## config.mk

```make
export PLATFORM = sky130hd
export DESIGN_NAME = lpmt_ram
export DESIGN_NICKNAME = d
export VERILOG_FILES = /design/src/hw/rtl/lpmt_ram.sv
export SDC_FILE = /design/constraint.sdc
export NUM_CORES = 1
export LEC_CHECK = 0
export ABC_CLOCK_PERIOD_IN_PS = 2400
export BUFFER_PORTS_ARGS = -buffer_cell sky130_fd_sc_hd__buf_2
export CORE_MARGIN = 5
export CORE_UTILIZATION = 62
export DETAILED_ROUTE_END_ITERATION = 12
export GPL_TIMING_DRIVEN = 1
export PLACE_DENSITY_LB_ADDON = 0.12
export SLEW_MARGIN = 5
export SYNTH_ARGS = -nofsm -noshare
export SYNTH_HDL_FRONTEND = slang
export SYNTH_SLANG_ARGS = --single-unit
```

## constraint.sdc

```tcl
create_clock -name clk -period 2.4 [get_ports clk]
set_clock_uncertainty 0.15 [all_clocks]
set_input_delay 0.24 -clock clk [delete_from_list [all_inputs] [get_ports clk]]
set_output_delay 0.24 -clock clk [all_outputs]
set_load 0.01 [all_outputs]
```

## src/hw/rtl/lpmt_ram.sv

```systemverilog
module lpmt_ram #(
  parameter int WIDTH = 8,
  parameter int DEPTH = 64
) (
  input  logic                                       clk,
  input  logic                                       wr_en,
  input  logic [((DEPTH > 1) ? $clog2(DEPTH) : 1)-1:0] wr_addr,
  input  logic [WIDTH-1:0]                           wr_data,
  input  logic                                       rd_en,
  input  logic [((DEPTH > 1) ? $clog2(DEPTH) : 1)-1:0] rd_addr,
  output logic [WIDTH-1:0]                           rd_data
);

  logic [WIDTH-1:0] mem_r [DEPTH];
  logic [WIDTH-1:0] rd_data_r;

  always_ff @(posedge clk) begin
    if (wr_en) begin
      mem_r[wr_addr] <= wr_data;
    end
    if (rd_en) begin
      rd_data_r <= mem_r[rd_addr];
    end
  end

  assign rd_data = rd_data_r;

endmodule

```

==> results.toml <==
[clock_network]
clk_latency_ns = 0.56
cts-buffers-inserted = 50
path_clk_slew_ns = 0.06
cts.sinks = 520
post_cts_buffers = 0
tritoncts = "built"
clockRootBuffer = "clkbuf_16"
cts_max_level = 2
cts.path.max_buffers = 3

[route]
drtIter0Drc = 1192
wire_per_inst_um = 28.6
final_antenna_net_count = 0
vias_per_cell = 6.46
first_pass_iters = 5
routed_wl_mm = 45.6
vias = 10300
drc = 0

[critical_path]
r2r_start = "mem_r[55][7]"
required_ns = 2.52
r2r_end = "rd_data[7]"
cp_max_fo = 1
end_kind = "flop"
reg2reg_depth = 4
rrSetupSlack_ns = -0.008
cp-start-kind = "flop"
worst_ep_arrival_time_ns = 2.53
criticalPathCategory = "flop to flop"

[sta]
worst_pin_slew_ns = 0.890
setup_viol = 1
final-hold-violation-count = 0
slew_headroom_pct = 40.7
rsz0062_at_grt = "false"
drv_slew = 0
max_freq_mhz = 415
period_share_pct = 100
fin_ws_ns = -0.00841
period_minus_slack_ns = 2.41

[finish]
diodes = 0
final_common_cell = "edfxtp_1"
area_growth_pct = 15.9
nNetsFinal = 1136
drive_above_1_share_pct = 32.7
fill_cells = 1908
layout_common_cells = "520 x edfxtp_1, 130 x buf_4, 126 x mux4_2"
post-route-util_pct = 72.5

[status]
status = "finished, violations left"
violations = "negative setup slack"

[pwr]
power_leakage_nw = 7.64
total_power_w = 0.0187
powerDensity_nw_per_um2 = 798
irDropWorstVdd_mv = 0.697

[logic_synthesis]
async_reset_ff_share_pct = 0
synth-edff-count = 520
synth-seq-area-share_pct = 77.1
ys.flop_type = "edfxtp_1"
syn_area_um2 = 20200
netlist_instances = 940
syn-num-nets = 963
ys_ff_latch = 520
avgSynthCellArea_um2 = 21.5
yosysWarnings = 0
synth.distinct_cells = 39

[placed_design]
dp_hpwl_mm = 29.3
portBuffers = 30
dp_worst_setup_slack_ns = -0.569
place_congestion = 0.855

[min_path]
hp-class = "input port to flop"
hold_start = "wr_data[4]"
whs_path_depth = 2
whs_endpoint = "mem_r[59][4]"

[global_route]
grt_pass1_wl_mm = 68.5
grt_overflow_total = 0
grt_start_max_net_pins = 65
grt_use_total_pct = 25.9
antenna_found_initial = 1
grt_pass1_vias = 10600

[floorplan]
initial_core_util_pct = 62.5
rows = 66
ios = 31
die_w_um = 191
die_h_um = 191
dieArea_um2 = 36400
coreArea_um2 = 32400

[flow_run]
maxCapViolCount = 0
==> cell type report <==
type,instances,area (µm²),share of cell area [%]
sequential,520,15600,66.5
multi-input combinational,369,4320,18.4
clock inverter,24,214,0.912
timing repair buffer,172,1390,5.90
clock buffer,68,1380,5.89
tap,442,553,2.36
==> registers in the layout, summed over array words and instances (netlist names) <==
signal / count
mem_r: 512
rd_data: 8
==> report_power, final <==
group          total [W]  leakage (nW)  switching (W)  internal [W]
clock            0.00762         0.771        0.00317       0.00446
combinational    0.00101          2.18       0.000590      0.000423
sequential        0.0101          4.69      0.0000299        0.0101
==> worst max-delay path, stage by stage (launching register included) <==
cell and delay (ns):
edfxtp_1 0.37, mux4_2 0.55, mux4_2 0.51, o21ai_0 0.43, nand2_1 0.12
==> metal layers <==
layer	GRT usage (%)	share of wire, %	up-vias
met1	37.7	39	5386
met3	4.72	9.1	79
met4	5.97	2.2	2
met5	0	0.015	-
li1	-	-	4288
met2	42.0	50	552
==> kinds of logic (layout without fill, tap and decap cells) <==
family | Yosys count | count (layout) | synth area share [%]
DFF | 520 | 520 | 77.1
muxes | 162 | 162 | 15.9
and+or+nand+nor | 153 | 153 | 3.37
AOI/OAI and AO/OA | 54 | 54 | 2.06
buffers and inverters | 51 | 264 | 1.56
==> through the flow <==
stage | instance area [µm²] | hold WS, ns | setup TNS [ns] | instances
final | 23500 | 0.0662 | -0.00841 | 1595
after global routing | 23500 | 0.0511 | 0 | 1595
after detailed placement | 21800 | 0.477 | -1.75 | 1501
after floorplan | 20200 | 0.189 | 0 | 940
after CTS | 23500 | 0.0334 | 0 | 1595
after global placement | 21800 | 0.482 | -1.67 | 1501
==> cells in the mapped netlist (all sizes together) (6+ instances only) <==
library cell | number | area (µm²)
nor3 | 7 | 35.0
mux4 | 126 | 2840
a221oi | 6 | 52.6
clkbuf | 17 | 63.8
nor2 | 83 | 312
mux2i | 23 | 230
nand3 | 13 | 65.1
o221ai | 8 | 70.1
edfxtp | 520 | 15600
buf | 34 | 253
nor2b | 14 | 87.6
o22ai | 8 | 50.1
nand2 | 19 | 71.3
mux2 | 13 | 146
nand2b | 7 | 43.8
==> how the worst max path moves through the flow <==
stage                       from          to  cells after the start
floorplan             rd_addr[1]  rd_data[3]                      7
global placement      rd_addr[0]  rd_data[3]                      7
detailed placement    rd_addr[0]  rd_data[3]                      7
CTS                 mem_r[55][7]  rd_data[7]                      4
global route        mem_r[29][4]  rd_data[4]                      5
finish              mem_r[55][7]  rd_data[7]                      4
==> what timing repair did <==
item	4_1_cts	5_1_grt
gates resized for setup	2	0
hold buffers	2	0
endpoints found under the hold margin	21	0
endpoints found under the setup margin	1	0
Power figures use the tool's default switching activity.
