File: src/hw/rtl/lpmt_pkg.sv
package lpmt_pkg;

  localparam int KEY_W  = 32;
  localparam int PLEN_W = 6;
  localparam int HOP_W  = 32;
  localparam int PORT_W = 8;

  localparam logic ACT_INSERT = 1'b0;
  localparam logic ACT_LOOKUP = 1'b1;

  localparam logic STAT_OK         = 1'b0;
  localparam logic STAT_POOL_EMPTY = 1'b1;

  // Route stored at a trie node: valid flag, next hop, output port.
  typedef struct packed {
    logic              valid;
    logic [HOP_W-1:0]  hop;
    logic [PORT_W-1:0] port;
  } route_t;

  // Controls for the key shift register.
  typedef struct packed {
    logic load;
    logic shift;
    logic count;
  } ksr_ctrl_t;

endpackage

File: src/hw/rtl/lpmt_keysr.sv
module lpmt_keysr #(
  parameter int KEY_BITS = 32
) (
  input  logic                              clk,
  input  logic                              rst_n,
  input  lpmt_pkg::ksr_ctrl_t               ctrl,
  input  logic [lpmt_pkg::KEY_W-1:0]        key_in,
  output logic                              key_bit,
  output logic [$clog2(KEY_BITS+1)-1:0]     level
);

  localparam int LVL_W = $clog2(KEY_BITS + 1);

  logic [KEY_BITS-1:0] key_r;
  logic [LVL_W-1:0]    level_r;

  // The key leaves one bit per trie level, top bit first.
  always_ff @(posedge clk) begin
    if (ctrl.load) begin
      key_r <= key_in[KEY_BITS-1:0];
    end else if (ctrl.shift) begin
      key_r <= {key_r[KEY_BITS-2:0], 1'b0};
    end
  end

  always_ff @(posedge clk) begin
    if (!rst_n) begin
      level_r <= '0;
    end else if (ctrl.load) begin
      level_r <= '0;
    end else if (ctrl.count) begin
      level_r <= level_r + LVL_W'(1);
    end
  end

  assign key_bit = key_r[KEY_BITS-1];
  assign level   = level_r;

endmodule

File: config.mk
export PLATFORM = sky130hd
export DESIGN_NAME = lpmt_keysr
export DESIGN_NICKNAME = d
export VERILOG_FILES = /design/src/hw/rtl/lpmt_pkg.sv /design/src/hw/rtl/lpmt_keysr.sv
export SDC_FILE = /design/constraint.sdc
export NUM_CORES = 1
export LEC_CHECK = 0
export ABC_AREA = 1
export BUFFER_PORTS_ARGS = -buffer_cell sky130_fd_sc_hd__buf_2
export CORE_MARGIN = 3
export CORE_UTILIZATION = 40
export CTS_CLUSTER_DIAMETER = 80
export DETAILED_ROUTE_END_ITERATION = 12
export GPL_TIMING_DRIVEN = 0
export SLEW_MARGIN = 10
export SYNTH_ARGS = -nofsm -noshare
export SYNTH_HDL_FRONTEND = slang
export SYNTH_SLANG_ARGS = --single-unit
File: constraint.sdc
create_clock -name clk -period 2.6 [get_ports clk]
set_clock_uncertainty 0.15 [all_clocks]
set_input_delay 0.52 -clock clk [delete_from_list [all_inputs] [get_ports clk]]
set_output_delay 0.52 -clock clk [all_outputs]
set_load 0.005 [all_outputs]
==> impl_results.md, run 1 <==
* Worst Setup EP: key_r[30]$_DFFE_PP_
* Tmin final at 1.55 ns
* Crit. End Element: flip-flop
* Antenna cell count at 0
* Detailed-route DRC error count at 0
* P_leak at between 0.0009 and 0.001 uW
* Antenna-violating nets left at 0
* CTS H-tree depth at 2
* Hold depth at 3
* Final Power at about 1200 uW
* CP Buf/Inv Count at 1
* Worst path arrival time at 1.31 ns
* Worst Max-Slew Pin Slew at 0.739 ns
* Starting DRT DRC Count at 84
* Clock Pin Slew Worst Setup and Hold Paths at about 0.060 ns
* RSZ-0062 raised after global routing: no
* Syn Nets at 210
* # resized after CTS at 0
* Pwr dens at ~600 nW/um^2
* DR WL/cell at 11.6 um
* Final period util at between 50% and 60%
* CP required at 2.36 ns
* Initial antenna violation count at 0
* Crit-path leading delay family: simple AND/OR/NAND/NOR gates
* Syn avg cell area at ~9.6 um^2
* Most frequent cells in the layout: 101 x nand2_1, 45 x buf_2, 32 x edfxtp_1
* First-pass DRT Iterations at 4
* DRT Wirelength at around 3100 um
* Max VDD drop at 0.365 mV
* Final Hold Vio Count at 0
* CTS tree: built
* CP max-delay cell: or2_2
* CP max FO at 32
* Worst path depth at 2
* Max frequency at 646 MHz
* IO Pins at 44
* Final Slew Violations at 0
* Placed instance area at 1920 um^2
* Max incr delay on CP at 0.62 ns
* First-pass GRT wire length at 5330 um
* Top post-synthesis cells by area: edfxtp_1 58%, nand2_1 23%, dfxtp_1 7.3%
* Count of unique library cells instantiated by Yosys at 16
* Worst reg2reg setup slack at between 1 and 1.5 ns
* Setup Buffers After CTS at 0
* Reg2Reg Depth at 6
* Syn Std Cell Area at 1650 um^2
* Vias at 1,243
* Sequential share of the synthesized area at 65.7%
* Status: finished, final reports clean
* Vias in the first global route at about 1,300
* Slew HR at 50.8%
* Setup TNS at 0 ns
* Starting density of the core at between 40% and 50%
* Nets at 259
* Worst r2r dst: level[4]$_SDFFE_PP0P_
* Finished Cell Area at 2000 um^2
* Post-DP HPWL at 2260 um
* Worst r2r src: level[0]$_SDFFE_PP0P_
* Vias per cell at 4.60
* Startpoint Class: input pin
* Pin count of the biggest net entering global routing at 33
* Cell Rows at 22
* Endpoints failing setup at 0
* Crit path from: ctrl[2]
* Seq cells post-synth at 38
* Post-synth top area share at 58.4%
* Commonest non-fill, non-tap cell in the layout: nand2_1
* PortBufs at 42
* GRT overflow at 0
* Syn. warnings at 0
* Core area at 3800 um^2
* CTS max path bufs at 2
* Num CTS Buffers at 5
* Clock root buffer: clkbuf_8
* Hold Path Class: input pin to flip-flop
* RD Place Congestion at 0.730
* Share of layout cells above drive strength 1 at 26.1%
* Area delta synth->final at 21.3%
* CTS Sinks at 38
* Max-cap violation count at 0
* FILL cells at 374
* Die span in x at 70.1 um
* Cell Chain, Critical Path: buf_4 -> or2_2
* WS Path Type: input pin to flip-flop
* Die area at 4920 um^2
* Post-synthesis cell count at ~170
* GRT Total Usage at around 14%
* Hold_buf cts at 0
* Die Ht at 70.1 um
* Area leader, netlist: edfxtp_1
* Clk Latency, worst-skew pair at 0.28 ns
-- sequential cells by signal (all words and copies together), names as in the netlist --
| name | count |
|---|---|
| key_r | 32 |
| level | 6 |
-- power breakdown --
group	internal [uW]	switching, uW
clock	190	183
combinational	50.3	66.1
sequential	725	16.3
total	966	265
-- worst min-delay path by stage --
stage	start	endpoint	slack, ns
after floorplan	key_r[9]$_DFFE_PP_	key_r[10]$_DFFE_PP_	0.34
after global placement	key_r[6]$_DFFE_PP_	key_r[7]$_DFFE_PP_	0.34
after detailed placement	key_r[13]$_DFFE_PP_	key_r[14]$_DFFE_PP_	0.35
after CTS	ctrl[0]	level[1]$_SDFFE_PP0P_	0.34
after global routing	key_in[1]	key_r[1]$_DFFE_PP_	0.34
final	key_in[0]	key_r[0]$_SDFFCE_PN0P_	0.35
-- routing by layer --
metal | share of wire (%) | GRT usage [%] | vias up
met5 | 0 | 0 | -
met4 | 0.58 | 6.38 | 0
met3 | 7.1 | 5.32 | 2
met2 | 50 | 23.1 | 35
met1 | 43 | 15.7 | 560
li1 | - | - | 646
-- cell usage after synthesis (all sizes together) --
| cell type | instances |
|---|---|
| nor3 | 1 |
| inv | 6 |
| or2 | 1 |
| nand3 | 2 |
| nand2 | 101 |
| buf | 7 |
| a21oi | 4 |
| nor2 | 8 |
| ha | 1 |
| o21ai | 3 |
| dfxtp | 6 |
| edfxtp | 32 |
-- cell families (layout without fill, tap and decap cells) --
logic type                 count (synthesis)  after routing  share of synthesized area, %
DFF                                       38             38                          65.7
buffers and inverters                     13             63                          4.11
AOI/OAI and AO/OA                          7              7                          2.13
adders and majority gates                  1              1                         0.760
and+or+nand+nor                          113            113                          27.3
-- stage by stage --
step                      hold slack (ns)  utilization (%)  cells  setup WS, ns
after detailed placement            0.352             50.4    262         0.739
after CTS                           0.341             52.5    270          1.04
final                               0.353             52.5    270          1.05
after floorplan                     0.337                -    172         0.924
after global placement              0.341             50.4    262         0.758
after global routing                0.341             52.5    270         0.994
-- final cells by class --
cell class / count / area (um^2) / share of cell area [%]
repair buffers: 42 / 210 / 10.5
inverters: 6 / 22.5 / 1.13
plain buffers: 7 / 45.0 / 2.26
clock buffers: 8 / 80.1 / 4.01
flip-flops and latches: 38 / 1080 / 54.2
multi-input cells: 121 / 497 / 24.9
well taps: 48 / 60.1 / 3.01
Note: power is estimated with default switching activity, not from simulation.
==> inputs of run 2 (changes only) <==
--- a/config.mk
+++ b/config.mk
@@ -12,6 +12,7 @@
 export CTS_CLUSTER_DIAMETER = 80
 export DETAILED_ROUTE_END_ITERATION = 12
 export GPL_TIMING_DRIVEN = 0
+export PLACE_DENSITY = 0.66
 export SLEW_MARGIN = 10
 export SYNTH_ARGS = -nofsm -noshare
 export SYNTH_HDL_FRONTEND = slang
==> constraint.sdc (replaced) <==
create_clock -name clk -period 1.3 [get_ports clk]
set_clock_uncertainty 0.15 [all_clocks]
set_input_delay 0.26 -clock clk [delete_from_list [all_inputs] [get_ports clk]]
set_output_delay 0.26 -clock clk [all_outputs]
set_load 0.005 [all_outputs]
==> run 2 against run 1 <==
Via count shrank 1.9%. Hold slack lost 0.27 ns. Non-clock buffer count is the same. Design area grew 0.38%. Count of clock-buffer cells in the layout is the same. Core utilization grew 0.20 points.
==> impl_results.md, run 2 (same netlist as run 1, synthesis figures left out) <==
* Cell Chain, Critical Path: buf_2
* PortBufs at 42 (unchanged)
* Max frequency at around 830 MHz
* RD Place Congestion at 0.724 (-0.77%)
* IO Pins at 44 (unchanged)
* Worst Max-Slew Pin Slew at 0.443 ns (-0.296 ns)
* PnR worst setup slack at 0.0971 ns (-0.956 ns)
* GRT overflow at 0 (unchanged)
* Nets at 259 (unchanged)
* Slew HR at 70.5% (+20 points)
* Finished Core Util at 52.7% (+0.20 points)
* Biggest register: key_r
* Die Ht at 70.1 um (unchanged)
* Clk Latency, worst-skew pair at 0.28 ns (about the same)
* Worst reg2reg setup slack at 0.15 ns (-1.17 ns)
* CTS max path bufs at 2 (unchanged)
* Fin cells at 270 (unchanged)
* Worst r2r dst: level[4]$_SDFFE_PP0P_
* FILL cells at 397 (+6.1%)
* # resized after CTS at 0 (unchanged)
* Die span in x at 70.1 um (unchanged)
* Crit-path leading delay family: flip-flops
* Worst r2r src: level[0]$_SDFFE_PP0P_
* Status: finished, final reports clean
* Starting DRT DRC Count at 88 (+4.8%)
* Hold_buf cts at 0 (unchanged)
* Starting density of the core at 43.3% (unchanged)
* DP Cell Count at 262 (unchanged)
* Num CTS Buffers at 5 (unchanged)
* Max VDD drop at 0.608 mV (+67%)
* Pin count of the biggest net entering global routing at 33 (unchanged)
* Area delta synth->final at 21.7%
* Final Slew Violations at 0 (unchanged)
* Startpoint Class: flip-flop
* Commonest non-fill, non-tap cell in the layout: nand2_1
* CP max-delay cell: dfxtp_1
* GRT Total Usage at 13.3% (-0.56 points)
* Setup Buffers After CTS at 0 (unchanged)
* Share of layout cells above drive strength 1 at 27.5% (+1.4 points)
* CTS H-tree depth at 2 (unchanged)
* CP Buf/Inv Count at 1 (unchanged)
* WS Path Type: flip-flop to output pin
* Max reg flops at 32 (unchanged)
* Antenna cell count at 0 (unchanged)
* Clock Pin Slew Worst Setup and Hold Paths at 0.07 ns (about the same)
* CTS tree: built
* Die area at 4920 um^2 (unchanged)
* RSZ-0062 raised after global routing: no
* Post-Place Setup Slack at -0.0908 ns (-0.829 ns)
* P_leak at 0.000980 uW (+0.17%)
* Final Hold Vio Count at 0 (unchanged)
* Detailed-route DRC error count at 0 (unchanged)
* Clock root buffer: clkbuf_8
* Final period util at 92.5%
* Vias per cell at 4.52 (-1.9%)
* Hold Slack at 0.0785 ns (-0.275 ns)
* Vias in the first global route at 1,177 (-7.5%)
* CTS Sinks at 38 (unchanged)
* Core area at 3800 um^2 (unchanged)
* Hold depth at 2 (-1)
* Most frequent cells in the layout: 101 x nand2_1, 45 x buf_2, 32 x edfxtp_1
* Initial antenna violation count at 0 (unchanged)
* Max incr delay on CP at 0.38 ns (-0.24 ns)
* First-pass DRT Iterations at 4 (unchanged)
* Max-cap violation count at 0 (unchanged)
* DRT Wirelength at 2970 um (-4.8%)
* DR WL/cell at 11.0 um (-4.8%)
* First-pass GRT wire length at 5070 um (-4.8%)
* Tmin final at 1.20 ns
* Pwr dens at 1230 nW/um^2 (+100%)
* Worst hold endpoint: level[1]$_SDFFE_PP0P_
* Crit. End Element: output pin
* Reg2Reg Depth at 6 (unchanged)
* Worst path arrival time at 0.79 ns (-0.52 ns)
* Crit path from: level[4]$_SDFFE_PP0P_
* Antenna-violating nets left at 0 (unchanged)
* Hold Crit Start: ctrl[0]
* Post-DP HPWL at 2090 um (-7.5%)
* Hold Path Class: input pin to flip-flop
* Endpoints failing setup at 0 (unchanged)
* CP required at 0.89 ns (-1.47 ns)
* Cell Rows at 22 (unchanged)
* Vias at 1,220 (-1.9%)
* CP max FO at 4 (-88%)
* Setup TNS at 0 ns (unchanged)
[run 2: worst register-to-register path, cell delays in order, from the launching register on]
cell	delay [ns]
dfxtp_2	0.36
ha_1	0.18
nand3_1	0.11
nor2_2	0.11
nand2_1	0.06
nand2_1	0.05
nor2_1	0.03
[run 2: layout make-up]
class	count	area, um^2	area share (%)
plain buffers	7	45.0	2.25
clock buffers	8	80.1	4.00
multi-input cells	121	502	25.0
inverters	6	22.5	1.12
well taps	48	60.1	3.00
flip-flops and latches	38	1080	54.1
repair buffers	42	210	10.5
[run 2: report_power, final]
group	internal (uW)	total [uW]	switching (uW)
clock	381	755	375
combinational	102	234	132
sequential	1450	1480	28.9
[run 2: worst max path at each step]
stage                                  end  slack, ns  cells past startpoint
global route         level[4]$_SDFFE_PP0P_      0.006                      6
global placement       key_r[13]$_DFFE_PP_      -0.09                      2
detailed placement     key_r[13]$_DFFE_PP_      -0.09                      2
CTS                  level[4]$_SDFFE_PP0P_       0.06                      6
floorplan           key_r[0]$_SDFFCE_PN0P_       0.06                      2
finish                            level[4]        0.1                      1
[run 2: per-stage QoR]
step	power (uW)	instance area [um^2]
floorplan	1640	1650
global route	2610	2000
finish	2470	2000
CTS	2500	2000
detailed placement	1740	1920
global placement	1740	1920
[run 2: routing by layer]
metal | vias to the layer above | global-route usage, % | share of wire [%]
met4 | 0 | 5.11 | 1.6
li1 | 646 | - | -
met1 | 537 | 16.3 | 48
met3 | 6 | 6.62 | 7.6
met5 | - | 0 | 0
met2 | 31 | 20.3 | 43
